**config.mk**
```make
export PLATFORM = sky130hd
export DESIGN_NAME = pending_command_timeout_tracker
export DESIGN_NICKNAME = d
export VERILOG_FILES = /design/src/rtl/core/pctt_pkg.sv /design/src/rtl/core/pending_command_timeout_tracker.sv
export SDC_FILE = /design/constraint.sdc
export NUM_CORES = 2
export LEC_CHECK = 0
export ABC_AREA = 1
export BUFFER_PORTS_ARGS = -buffer_cell sky130_fd_sc_hd__buf_2
export CORE_MARGIN = 5
export CORE_UTILIZATION = 65
export CTS_BUF_LIST = sky130_fd_sc_hd__clkbuf_8
export DETAILED_ROUTE_END_ITERATION = 6
export PLACE_DENSITY = 0.83
export SLEW_MARGIN = 20
export SYNTH_ARGS = -nofsm -noshare
export SYNTH_HDL_FRONTEND = slang
export SYNTH_SLANG_ARGS = --single-unit
```
**constraint.sdc**
```tcl
create_clock -name clock -period 15.7 [get_ports clock]
set_clock_uncertainty 0.05 [all_clocks]
set_input_delay 2.355 -clock clock [delete_from_list [all_inputs] [get_ports clock]]
set_output_delay 2.355 -clock clock [all_outputs]
set_load 0.005 [all_outputs]
```
**src/rtl/core/pctt_pkg.sv**
```systemverilog
// Package with types and constants shared by the pending command timeout tracker.
`timescale 1ns / 1ps
package pctt_pkg;

   localparam int DefaultTableDepth = 16;
   localparam logic [15:0] DefaultDeadlineMs = 16'd1000;

   // Request operation codes.
   localparam logic [2:0] OP_REGISTER = 3'd0;
   localparam logic [2:0] OP_RESOLVE  = 3'd1;
   localparam logic [2:0] OP_EPOCH    = 3'd2;
   localparam logic [2:0] OP_DROP     = 3'd3;
   localparam logic [2:0] OP_TICK     = 3'd4;

   // Result kinds.
   localparam logic [2:0] KIND_REGISTERED = 3'd0;
   localparam logic [2:0] KIND_FULL       = 3'd1;
   localparam logic [2:0] KIND_RESOLVED   = 3'd2;
   localparam logic [2:0] KIND_MISS       = 3'd3;
   localparam logic [2:0] KIND_SUPERSEDED = 3'd4;
   localparam logic [2:0] KIND_TIMEOUT    = 3'd5;
   localparam logic [2:0] KIND_END        = 3'd6;

   // Sequencer states.
   typedef enum logic [2:0] {
      ST_IDLE,
      ST_SCAN,
      ST_DECIDE,
      ST_PICK,
      ST_EMIT,
      ST_END
   } state_type;

endpackage

```
**src/rtl/core/pending_command_timeout_tracker.sv**
```systemverilog
// Top level of the pending command timeout tracker: slot table and scan sequencer.
`timescale 1ns / 1ps
// Usage: a request is taken when start is high and busy is low. Each result
// appears for one cycle with rsp_valid high; rsp_last marks the final result
// of a request. The receiver cannot stall, so results go out as produced.
// The csr port writes deadline_ms; a write of zero stores 1000. Write it
// only while busy is low.
// Timing: every request first scans all TABLE_DEPTH slots, one slot per
// cycle through a single shared compare unit, and the last slot's registered
// read is used before the pass ends. Register and resolve give their one
// result once the scan pass ends. Epoch and tick give completions in
// ascending key order; drop gives none, only the end result. Each
// completion takes one more pass to find the smallest marked key, and a
// final pass finds none before the end result shows. busy is high from
// acceptance until the last result is shown.
// Reset (synchronous, active high) clears all slot valid bits, the current
// epoch and sets the deadline to 1000. Slot contents are not cleared.
module pending_command_timeout_tracker
   import pctt_pkg::*;
#(
   parameter int TABLE_DEPTH = DefaultTableDepth
) (
   input  logic        clock,
   input  logic        reset,
   input  logic        start,
   output logic        busy,
   input  logic [2:0]  req_operation,
   input  logic [31:0] req_epoch,
   input  logic [31:0] req_generation,
   input  logic [7:0]  req_client_tag,
   input  logic [15:0] req_command_tag,
   input  logic [7:0]  req_completion_code,
   input  logic [31:0] req_now_ms,
   input  logic        csr_write_enable,
   input  logic [15:0] csr_write_data,
   output logic        rsp_valid,
   output logic [2:0]  rsp_kind,
   output logic [31:0] rsp_epoch_out,
   output logic [31:0] rsp_generation_out,
   output logic [7:0]  rsp_client_out,
   output logic [15:0] rsp_command_out,
   output logic [7:0]  rsp_completion_out,
   output logic [31:0] rsp_latency_ms,
   output logic        rsp_last
);

   localparam int IdxW = (TABLE_DEPTH > 1) ? $clog2(TABLE_DEPTH) : 1;
   localparam logic [IdxW-1:0] LastIdx = IdxW'(TABLE_DEPTH - 1);

   // Slot table memory and valid bits.
   logic [31:0] mem_epoch [TABLE_DEPTH];
   logic [31:0] mem_gen   [TABLE_DEPTH];
   logic [7:0]  mem_client[TABLE_DEPTH];
   logic [15:0] mem_cmd   [TABLE_DEPTH];
   logic [31:0] mem_time  [TABLE_DEPTH];
   logic [TABLE_DEPTH-1:0] valid_ff, valid_in;
   logic [TABLE_DEPTH-1:0] mark_ff, mark_in;

   // Registered read data.
   logic [31:0] rd_epoch_ff, rd_gen_ff, rd_time_ff;
   logic [7:0]  rd_client_ff;
   logic [15:0] rd_cmd_ff;
   logic        rd_valid_ff, rd_mark_ff;
   logic [IdxW-1:0] rd_idx_ff;
   logic        rd_live_ff;

   // Control registers.
   state_type state_ff, state_in;
   logic [IdxW-1:0] idx_ff, idx_in;
   logic [2:0]  op_ff;
   logic [31:0] ep_ff, gen_ff, now_ff;
   logic [7:0]  cl_ff, comp_ff;
   logic [15:0] cmd_ff;
   logic [31:0] cur_epoch_ff, cur_epoch_in;
   logic [15:0] deadline_ff;

   // Scan results: hit slot, free slot, best marked slot.
   logic            hit_ff, hit_in, free_ff, free_in, best_ff, best_in;
   logic [IdxW-1:0] hit_idx_ff, hit_idx_in, free_idx_ff, free_idx_in;
   logic [IdxW-1:0] best_idx_ff, best_idx_in;
   logic [31:0] best_ep_ff, best_ep_in, best_gen_ff, best_gen_in;
   logic [7:0]  best_cl_ff, best_cl_in;
   logic [15:0] best_cmd_ff, best_cmd_in;
   logic [31:0] best_time_ff, best_time_in;

   logic accept;
   logic do_write;
   logic [IdxW-1:0] wr_idx;
   logic [31:0] age;
   logic key_eq, key_lt;

   assign accept = start && (state_ff == ST_IDLE);
   assign busy = (state_ff != ST_IDLE);

   // Memory: one write port, one registered read port.
   always_ff @(posedge clock) begin
      if (do_write) begin
         mem_epoch[wr_idx]  <= ep_ff;
         mem_gen[wr_idx]    <= gen_ff;
         mem_client[wr_idx] <= cl_ff;
         mem_cmd[wr_idx]    <= cmd_ff;
         mem_time[wr_idx]   <= now_ff;
      end
      rd_epoch_ff  <= mem_epoch[idx_ff];
      rd_gen_ff    <= mem_gen[idx_ff];
      rd_client_ff <= mem_client[idx_ff];
      rd_cmd_ff    <= mem_cmd[idx_ff];
      rd_time_ff   <= mem_time[idx_ff];
      rd_valid_ff  <= valid_ff[idx_ff];
      rd_mark_ff   <= mark_ff[idx_ff];
      rd_idx_ff    <= idx_ff;
   end

   // The shared compare unit working on the slot just read.
   assign age = now_ff - rd_time_ff;
   assign key_eq = (rd_epoch_ff == ep_ff) && (rd_gen_ff == gen_ff);
   assign key_lt = (rd_epoch_ff < best_ep_ff) ||
                   ((rd_epoch_ff == best_ep_ff) && (rd_gen_ff < best_gen_ff));

   // Next state. A pass ends once the last slot's read data has been used.
   always_comb begin
      state_in = state_ff;
      unique case (state_ff)
         ST_IDLE:   if (accept) state_in = ST_SCAN;
         ST_SCAN:   if (rd_live_ff && rd_idx_ff == LastIdx) state_in = ST_DECIDE;
         ST_DECIDE: begin
            if (op_ff == OP_REGISTER || op_ff == OP_RESOLVE) state_in = ST_IDLE;
            else state_in = ST_PICK;
         end
         ST_PICK:   if (rd_live_ff && rd_idx_ff == LastIdx) state_in = ST_EMIT;
         ST_EMIT:   state_in = best_ff ? ST_PICK : ST_END;
         ST_END:    state_in = ST_IDLE;
         default:   state_in = ST_IDLE;
      endcase
   end

   // Datapath and outputs.
   always_comb begin
      idx_in = idx_ff;
      valid_in = valid_ff;
      mark_in = mark_ff;
      cur_epoch_in = cur_epoch_ff;
      hit_in = hit_ff; hit_idx_in = hit_idx_ff;
      free_in = free_ff; free_idx_in = free_idx_ff;
      best_in = best_ff; best_idx_in = best_idx_ff;
      best_ep_in = best_ep_ff; best_gen_in = best_gen_ff;
      best_cl_in = best_cl_ff; best_cmd_in = best_cmd_ff;
      best_time_in = best_time_ff;
      do_write = 1'b0;
      wr_idx = free_idx_ff;
      rsp_valid = 1'b0;
      rsp_kind = KIND_END;
      rsp_epoch_out = '0;
      rsp_generation_out = '0;
      rsp_client_out = '0;
      rsp_command_out = '0;
      rsp_completion_out = '0;
      rsp_latency_ms = '0;
      rsp_last = 1'b0;
      unique case (state_ff)
         ST_IDLE: begin
            idx_in = '0;
            hit_in = 1'b0;
            free_in = 1'b0;
            best_in = 1'b0;
            mark_in = '0;
         end
         ST_SCAN: begin
            idx_in = (idx_ff == LastIdx) ? '0 : idx_ff + 1'b1;
         end
         ST_DECIDE: begin
            idx_in = '0;
            if (op_ff == OP_REGISTER) begin
               if (ep_ff > cur_epoch_ff) cur_epoch_in = ep_ff;
               rsp_valid = 1'b1;
               rsp_last = 1'b1;
               rsp_epoch_out = ep_ff;
               rsp_generation_out = gen_ff;
               rsp_client_out = cl_ff;
               rsp_command_out = cmd_ff;
               if (hit_ff || free_ff) begin
                  do_write = 1'b1;
                  wr_idx = hit_ff ? hit_idx_ff : free_idx_ff;
                  valid_in[wr_idx] = 1'b1;
                  rsp_kind = KIND_REGISTERED;
               end else begin
                  rsp_kind = KIND_FULL;
               end
            end else if (op_ff == OP_RESOLVE) begin
               rsp_valid = 1'b1;
               rsp_last = 1'b1;
               rsp_epoch_out = ep_ff;
               rsp_generation_out = gen_ff;
               if (hit_ff) begin
                  valid_in[hit_idx_ff] = 1'b0;
                  rsp_kind = KIND_RESOLVED;
                  rsp_client_out = best_cl_ff;
                  rsp_command_out = best_cmd_ff;
                  rsp_completion_out = comp_ff;
                  rsp_latency_ms = now_ff - best_time_ff;
               end else begin
                  rsp_kind = KIND_MISS;
               end
            end else if (op_ff == OP_EPOCH && ep_ff > cur_epoch_ff) begin
               cur_epoch_in = ep_ff;
            end
            best_in = 1'b0;
         end
         ST_PICK: begin
            idx_in = (idx_ff == LastIdx) ? '0 : idx_ff + 1'b1;
         end
         ST_EMIT: begin
            idx_in = '0;
            if (best_ff) begin
               rsp_valid = 1'b1;
               rsp_kind = (op_ff == OP_EPOCH) ? KIND_SUPERSEDED : KIND_TIMEOUT;
               rsp_epoch_out = best_ep_ff;
               rsp_generation_out = best_gen_ff;
               rsp_client_out = best_cl_ff;
               rsp_command_out = best_cmd_ff;
               rsp_latency_ms = now_ff - best_time_ff;
               mark_in[best_idx_ff] = 1'b0;
               valid_in[best_idx_ff] = 1'b0;
            end
            best_in = 1'b0;
         end
         ST_END: begin
            rsp_valid = 1'b1;
            rsp_kind = KIND_END;
            rsp_last = 1'b1;
         end
         default: ;
      endcase

      // Compare unit consumes the registered read data of the slot addressed in the previous cycle.
      if (rd_live_ff) begin
         if (state_ff == ST_SCAN || state_ff == ST_DECIDE) begin
            if (rd_valid_ff && key_eq && !hit_ff) begin
               hit_in = 1'b1;
               hit_idx_in = rd_idx_ff;
               best_cl_in = rd_client_ff;
               best_cmd_in = rd_cmd_ff;
               best_time_in = rd_time_ff;
            end
            if (!rd_valid_ff && !free_ff) begin
               free_in = 1'b1;
               free_idx_in = rd_idx_ff;
            end
            case (op_ff)
               OP_EPOCH:
                  mark_in[rd_idx_ff] = rd_valid_ff && (ep_ff > cur_epoch_ff) &&
                                       (rd_epoch_ff < ep_ff);
               OP_DROP:
                  if (rd_valid_ff && rd_client_ff == cl_ff) valid_in[rd_idx_ff] = 1'b0;
               OP_TICK:
                  mark_in[rd_idx_ff] = rd_valid_ff && (age >= 32'(deadline_ff));
               default: ;
            endcase
         end else if (rd_mark_ff && (!best_ff || key_lt)) begin
            best_in = 1'b1;
            best_idx_in = rd_idx_ff;
            best_ep_in = rd_epoch_ff;
            best_gen_in = rd_gen_ff;
            best_cl_in = rd_client_ff;
            best_cmd_in = rd_cmd_ff;
            best_time_in = rd_time_ff;
         end
      end
   end

   // Control registers.
   always_ff @(posedge clock) begin
      if (reset) begin
         state_ff <= ST_IDLE;
         valid_ff <= '0;
         mark_ff <= '0;
         cur_epoch_ff <= '0;
         deadline_ff <= DefaultDeadlineMs;
         rd_live_ff <= 1'b0;
         idx_ff <= '0;
         hit_ff <= 1'b0;
         free_ff <= 1'b0;
         best_ff <= 1'b0;
      end else begin
         state_ff <= state_in;
         valid_ff <= valid_in;
         mark_ff <= mark_in;
         cur_epoch_ff <= cur_epoch_in;
         rd_live_ff <= ((state_ff == ST_SCAN) || (state_ff == ST_PICK)) &&
                       !(rd_live_ff && (rd_idx_ff == LastIdx));
         idx_ff <= idx_in;
         hit_ff <= hit_in;
         free_ff <= free_in;
         best_ff <= best_in;
         if (csr_write_enable) begin
            deadline_ff <= (csr_write_data == '0) ? DefaultDeadlineMs : csr_write_data;
         end
      end
   end

   // Request and scan payload registers.
   always_ff @(posedge clock) begin
      if (accept) begin
         op_ff <= req_operation;
         ep_ff <= req_epoch;
         gen_ff <= req_generation;
         cl_ff <= req_client_tag;
         cmd_ff <= req_command_tag;
         comp_ff <= req_completion_code;
         now_ff <= req_now_ms;
      end
      hit_idx_ff <= hit_idx_in;
      free_idx_ff <= free_idx_in;
      best_idx_ff <= best_idx_in;
      best_ep_ff <= best_ep_in;
      best_gen_ff <= best_gen_in;
      best_cl_ff <= best_cl_in;
      best_cmd_ff <= best_cmd_in;
      best_time_ff <= best_time_in;
   end

endmodule

```
==> results.txt <==
* Synth Net Count: 8,414
* HPWL after detailed placement: 147,000 microns
- Distinct cell type count of the synthesized netlist: 65
* RD Place Congestion: around 0.95
- CP Class: reg -> out
- The count of final hold-check violations is 0.
- Of all cell types, the one taking the most synthesized area is sky130_fd_sc_hd__edfxtp_1.
* CP startpoint kind: register
* Slowest library cell on the worst path: sky130_fd_sc_hd__inv_2
* Initial cell density of the core: 65.5%
* Simple-gate area share of the yosys netlist: 9.81%
- Area share of xor/xnor cells in the synthesized design: 0.321%
- The clock network accounts for between 30% and 40% of the total power.
* Global routing met1 resource utilization: 44.6%
- Placed Area: roughly 0.1 sq mm
* Global-route wire length before repair: ~390,000 microns
* Aggregate global routing overflow: 0
* Via-to-Cell Ratio: 6.41
- The first TritonRoute pass finished after 6 iterations.
- Setup violations remaining at the end of the flow were counted as 0.
- The synthesized netlist devotes 12.3% of its cell area to compound gates.
- Global routing consumed, on the met3 layer, 6.20% of the routing resources.
- Sequential cell area fraction in the yosys report: a little under three quarters
- In this run, CTS created clock tree buffers numbering 378.
- The completed layout was analyzed and its total power is 15,800 uW.
* Post-CTS setup buffer count: 0
* Number of enable flip-flop cells after synthesis: 2,183
- The total area inside the core boundary comes to 0.150 sq mm.
- After clock tree synthesis, the clock-pin slew on the worst setup and hold paths is roughly 0.06 ns.
- GR Util All Layers: 32.6%
* Clock H-tree levels: 5
- The tree is rooted in a sky130_fd_sc_hd__clkbuf_8.
- Core Rows: around 140
* Net Switching: 4870 uW
* Main flop type after synthesis: sky130_fd_sc_hd__edfxtp_1
- Final non-filler cell area: 0.108 sq mm
- Switch share: 30.8%
- Post-synthesis mux area share: 0%
* Critical path arrival: 5.45 ns
- The internal power of the cells totals 10,900 uW.
* Area Growth Syn to Fin: 10.5%
- Setup TNS: 0 ns
- In this run the deepest clock path goes through 4 buffers.
- The global routing stage identified its most utilized layer as met2.
- Global routing used between 50% and 60% of the available met2 tracks.
- CTS Sinks: 2,400
- On the worst path, the slowest cell contributes a delay of 0.83 ns.
- For this design the static power due to leakage is just under 0.04 uW.
* Fraction of layout instances using a drive strength above 1: 10.7%
* Endpoint class of the critical path: output pin
- The number of antenna violations at the first check in global routing is 5.
- The number of hold buffers added after CTS was 0.
- After detailed routing, the average wire length per cell comes to 24.7 microns.
- Area contributors post-synth: sky130_fd_sc_hd__edfxtp_1, sky130_fd_sc_hd__o21ai_0, sky130_fd_sc_hd__nor2_1
- Post-synthesis adder-cell area fraction: 2.67%
* Power per Cell Area: 145 mW/mm^2
- Commonest cells post-synth: sky130_fd_sc_hd__edfxtp_1, sky130_fd_sc_hd__nor2_1, sky130_fd_sc_hd__o21ai_0
- The routed layout has 68,545 vias.
* Run status: complete, no violations
* Sequential cell fraction of total power: between 50% and 60%
- The tightest min-delay check is of the reg -> reg type.
- At the pin with the least slew margin, the transition time is between 1 and 1.5 ns.
- Shortest clock period the worst path allows after layout: just under 8 ns
* Net count, final: between 8,000 and 9,000
* Max-slew violations: 0
- TritonCTS clock tree: yes
- Pin count of the biggest net entering global routing: 225
- For this block, the routed nets add up to 264,000 microns of wire.
- Ordered cell list for the critical path: nor2_2, inv_1, nor2_2, inv_1, nor2_2, nor2_2, inv_2, o21ai_0, a21oi_1, buf_2
* Unrepaired setup endpoints after global routing: no
* Synth Warn #: 0
- Of the post-synthesis cell area, the dominant cell type holds 66.8%.
* Final ANT Viol Nets: 0
* Die height: 399 microns
* Required time of the critical path: between 10 and 15 ns
* Post-synthesis async set-or-reset flop share: 0%
- #FFs+latches synth: 2,400
- Post-cts repair resize count: 0
- Fmax achieved: 127 MHz
* I/O pin cnt: 285
- The die is approximately 400 microns wide.
- Most frequent cell after synthesis: sky130_fd_sc_hd__edfxtp_1
* Syn Std Cell Area: 0.0982 sq mm
* Critical path fanouts, max: 43
* Die Area: ~0.16 sq mm
- Number of I/O port buffers: 284
- Number of maximum-capacitance violations: 0
- Leaving out filler cells and counting taps, the final layout contains 10,694.
* Iter 0 DRT Violations: 9,505
- The final critical path takes up approximately 50% of the cycle.
* Combinational family with the most area after synthesis: compound AO/OA/AOI/OAI gates
* Peak supply drop: 0.145 mV
- Combinational share of power: a little under a fifth
* Most used cell, CP: sky130_fd_sc_hd__nor2_2
* Cells after synthesis: 8,055
- Syn avg cell area: 12.2 sq um
- Once placement completed, the tool counted placed cells totaling 10,011.
* Headroom to the max-slew limit: 14.5%
* Vias in the first global route: 66,555
- Clock latency on the worst-skew pair, taken at its later pin, is ~1.1 ns.
- Remaining routing DRC violations: 0
power groups by stage:
stage / combinational [uW] / clock, uW / sequential (uW)
floorplan: 2040 / 0 / 7840
finish: 2920 / 4940 / 7920
global placement: 2730 / 0 / 8020
detailed placement: 2840 / 0 / 8040
global route: 3220 / 5280 / 7950
CTS: 2860 / 4970 / 7910
sequential cells by signal (all words and copies together), names as in the netlist, 16 cells and up:
signal,cells
mem_epoch,512
mem_gen,512
mem_time,512
mem_cmd,256
mem_client,128
best_ep_ff,32
best_gen_ff,32
best_time_ff,32
cur_epoch_ff,32
ep_ff,32
gen_ff,32
now_ff,32
rd_epoch_ff,32
rd_gen_ff,32
rd_time_ff,32
best_cmd_ff,16
cmd_ff,16
deadline_ff,16
mark_ff,16
rd_cmd_ff,16
valid_ff,16
metal layers:
metal | part of all wire, % | vias up
li1 | - | 30043
met1 | 37 | 32919
met2 | 47 | 4781
met3 | 12 | 800
met4 | 4.7 | 2
met5 | 0.0049 | -
worst max-delay path, delay by kind of cell, from the launching register on:
family	cells	cell delay [ns]
AOI/OAI and AO/OA	2	0.73
buffers and inverters	4	1.60
DFF	1	0.36
and+or+nand+nor	4	1.72
cell type report:
cell class                      instances  area (sq um)
Antenna cell                            4          10.0
Fill cell                            9667         41500
Tap cell                             2016          2520
Clock buffer                          415          5710
Timing Repair Buffer                  381          2250
Clock inverter                        263          1290
Sequential cell                      2400         69900
Multi-Input combinational cell       4696         24800
Inverter                              519          1980
placed cells by master (no fill, tap or decap), types with 9 or more instances in the layout:
master                         n
sky130_fd_sc_hd__nand3_1     248
sky130_fd_sc_hd__a221oi_1     11
sky130_fd_sc_hd__nor2_1     1201
sky130_fd_sc_hd__nor2_2       12
sky130_fd_sc_hd__buf_4        89
sky130_fd_sc_hd__clkinv_1     80
sky130_fd_sc_hd__nor3_1       24
sky130_fd_sc_hd__nor2_4       18
sky130_fd_sc_hd__clkinv_2     38
sky130_fd_sc_hd__o21ai_0    1092
sky130_fd_sc_hd__buf_2       284
sky130_fd_sc_hd__edfxtp_1   2183
sky130_fd_sc_hd__o22ai_1     359
sky130_fd_sc_hd__a22o_1       22
sky130_fd_sc_hd__bufinv_16     9
sky130_fd_sc_hd__o221ai_1    195
sky130_fd_sc_hd__xnor2_1      14
sky130_fd_sc_hd__nor4_1       13
sky130_fd_sc_hd__o211ai_1     67
sky130_fd_sc_hd__xor2_1       22
sky130_fd_sc_hd__a21oi_1     232
sky130_fd_sc_hd__ha_1        206
sky130_fd_sc_hd__dfxtp_1     214
sky130_fd_sc_hd__a211oi_1     22
sky130_fd_sc_hd__nand4_1      31
sky130_fd_sc_hd__inv_1       638
sky130_fd_sc_hd__nand2_1     804
sky130_fd_sc_hd__clkbuf_8    415
logic make-up (layout without fill, tap and decap cells):
kind of cell / count (synthesis) / in the layout
AND/OR/NAND/NOR: 2391 / 2391
other: 0 / 4
flip-flops: 2400 / 2400
XOR/XNOR: 36 / 36
adder cells (fa/ha/maj): 208 / 208
AO/OA/AOI/OAI: 2061 / 2061
buffers and inverters: 959 / 1578
through the flow:
step                util (%)  worst slack (ns)  hold WS [ns]
floorplan                  -              5.28         0.279
global placement        67.6              9.19         0.339
detailed placement      67.6              9.11         0.339
CTS                     72.3              7.99         0.312
global route            72.3              7.66         0.332
finish                  72.3              7.84         0.325
worst paths after layout:
| check | startpoint | endpoint | cells past startpoint | slack, ns |
|---|---|---|---|---|
| setup reg to reg | op_ff[1] | mem_time[10][11] | 11 | 9.59 |
| setup / recovery | state_ff[0] | rsp_latency_ms[31] | 10 | 7.84 |
| hold / removal | rd_cmd_ff[4] | best_cmd_ff[4] | 0 | 0.32 |
| hold reg to reg | rd_cmd_ff[4] | best_cmd_ff[4] | 0 | 0.32 |
Power figures use the tool's default switching activity.
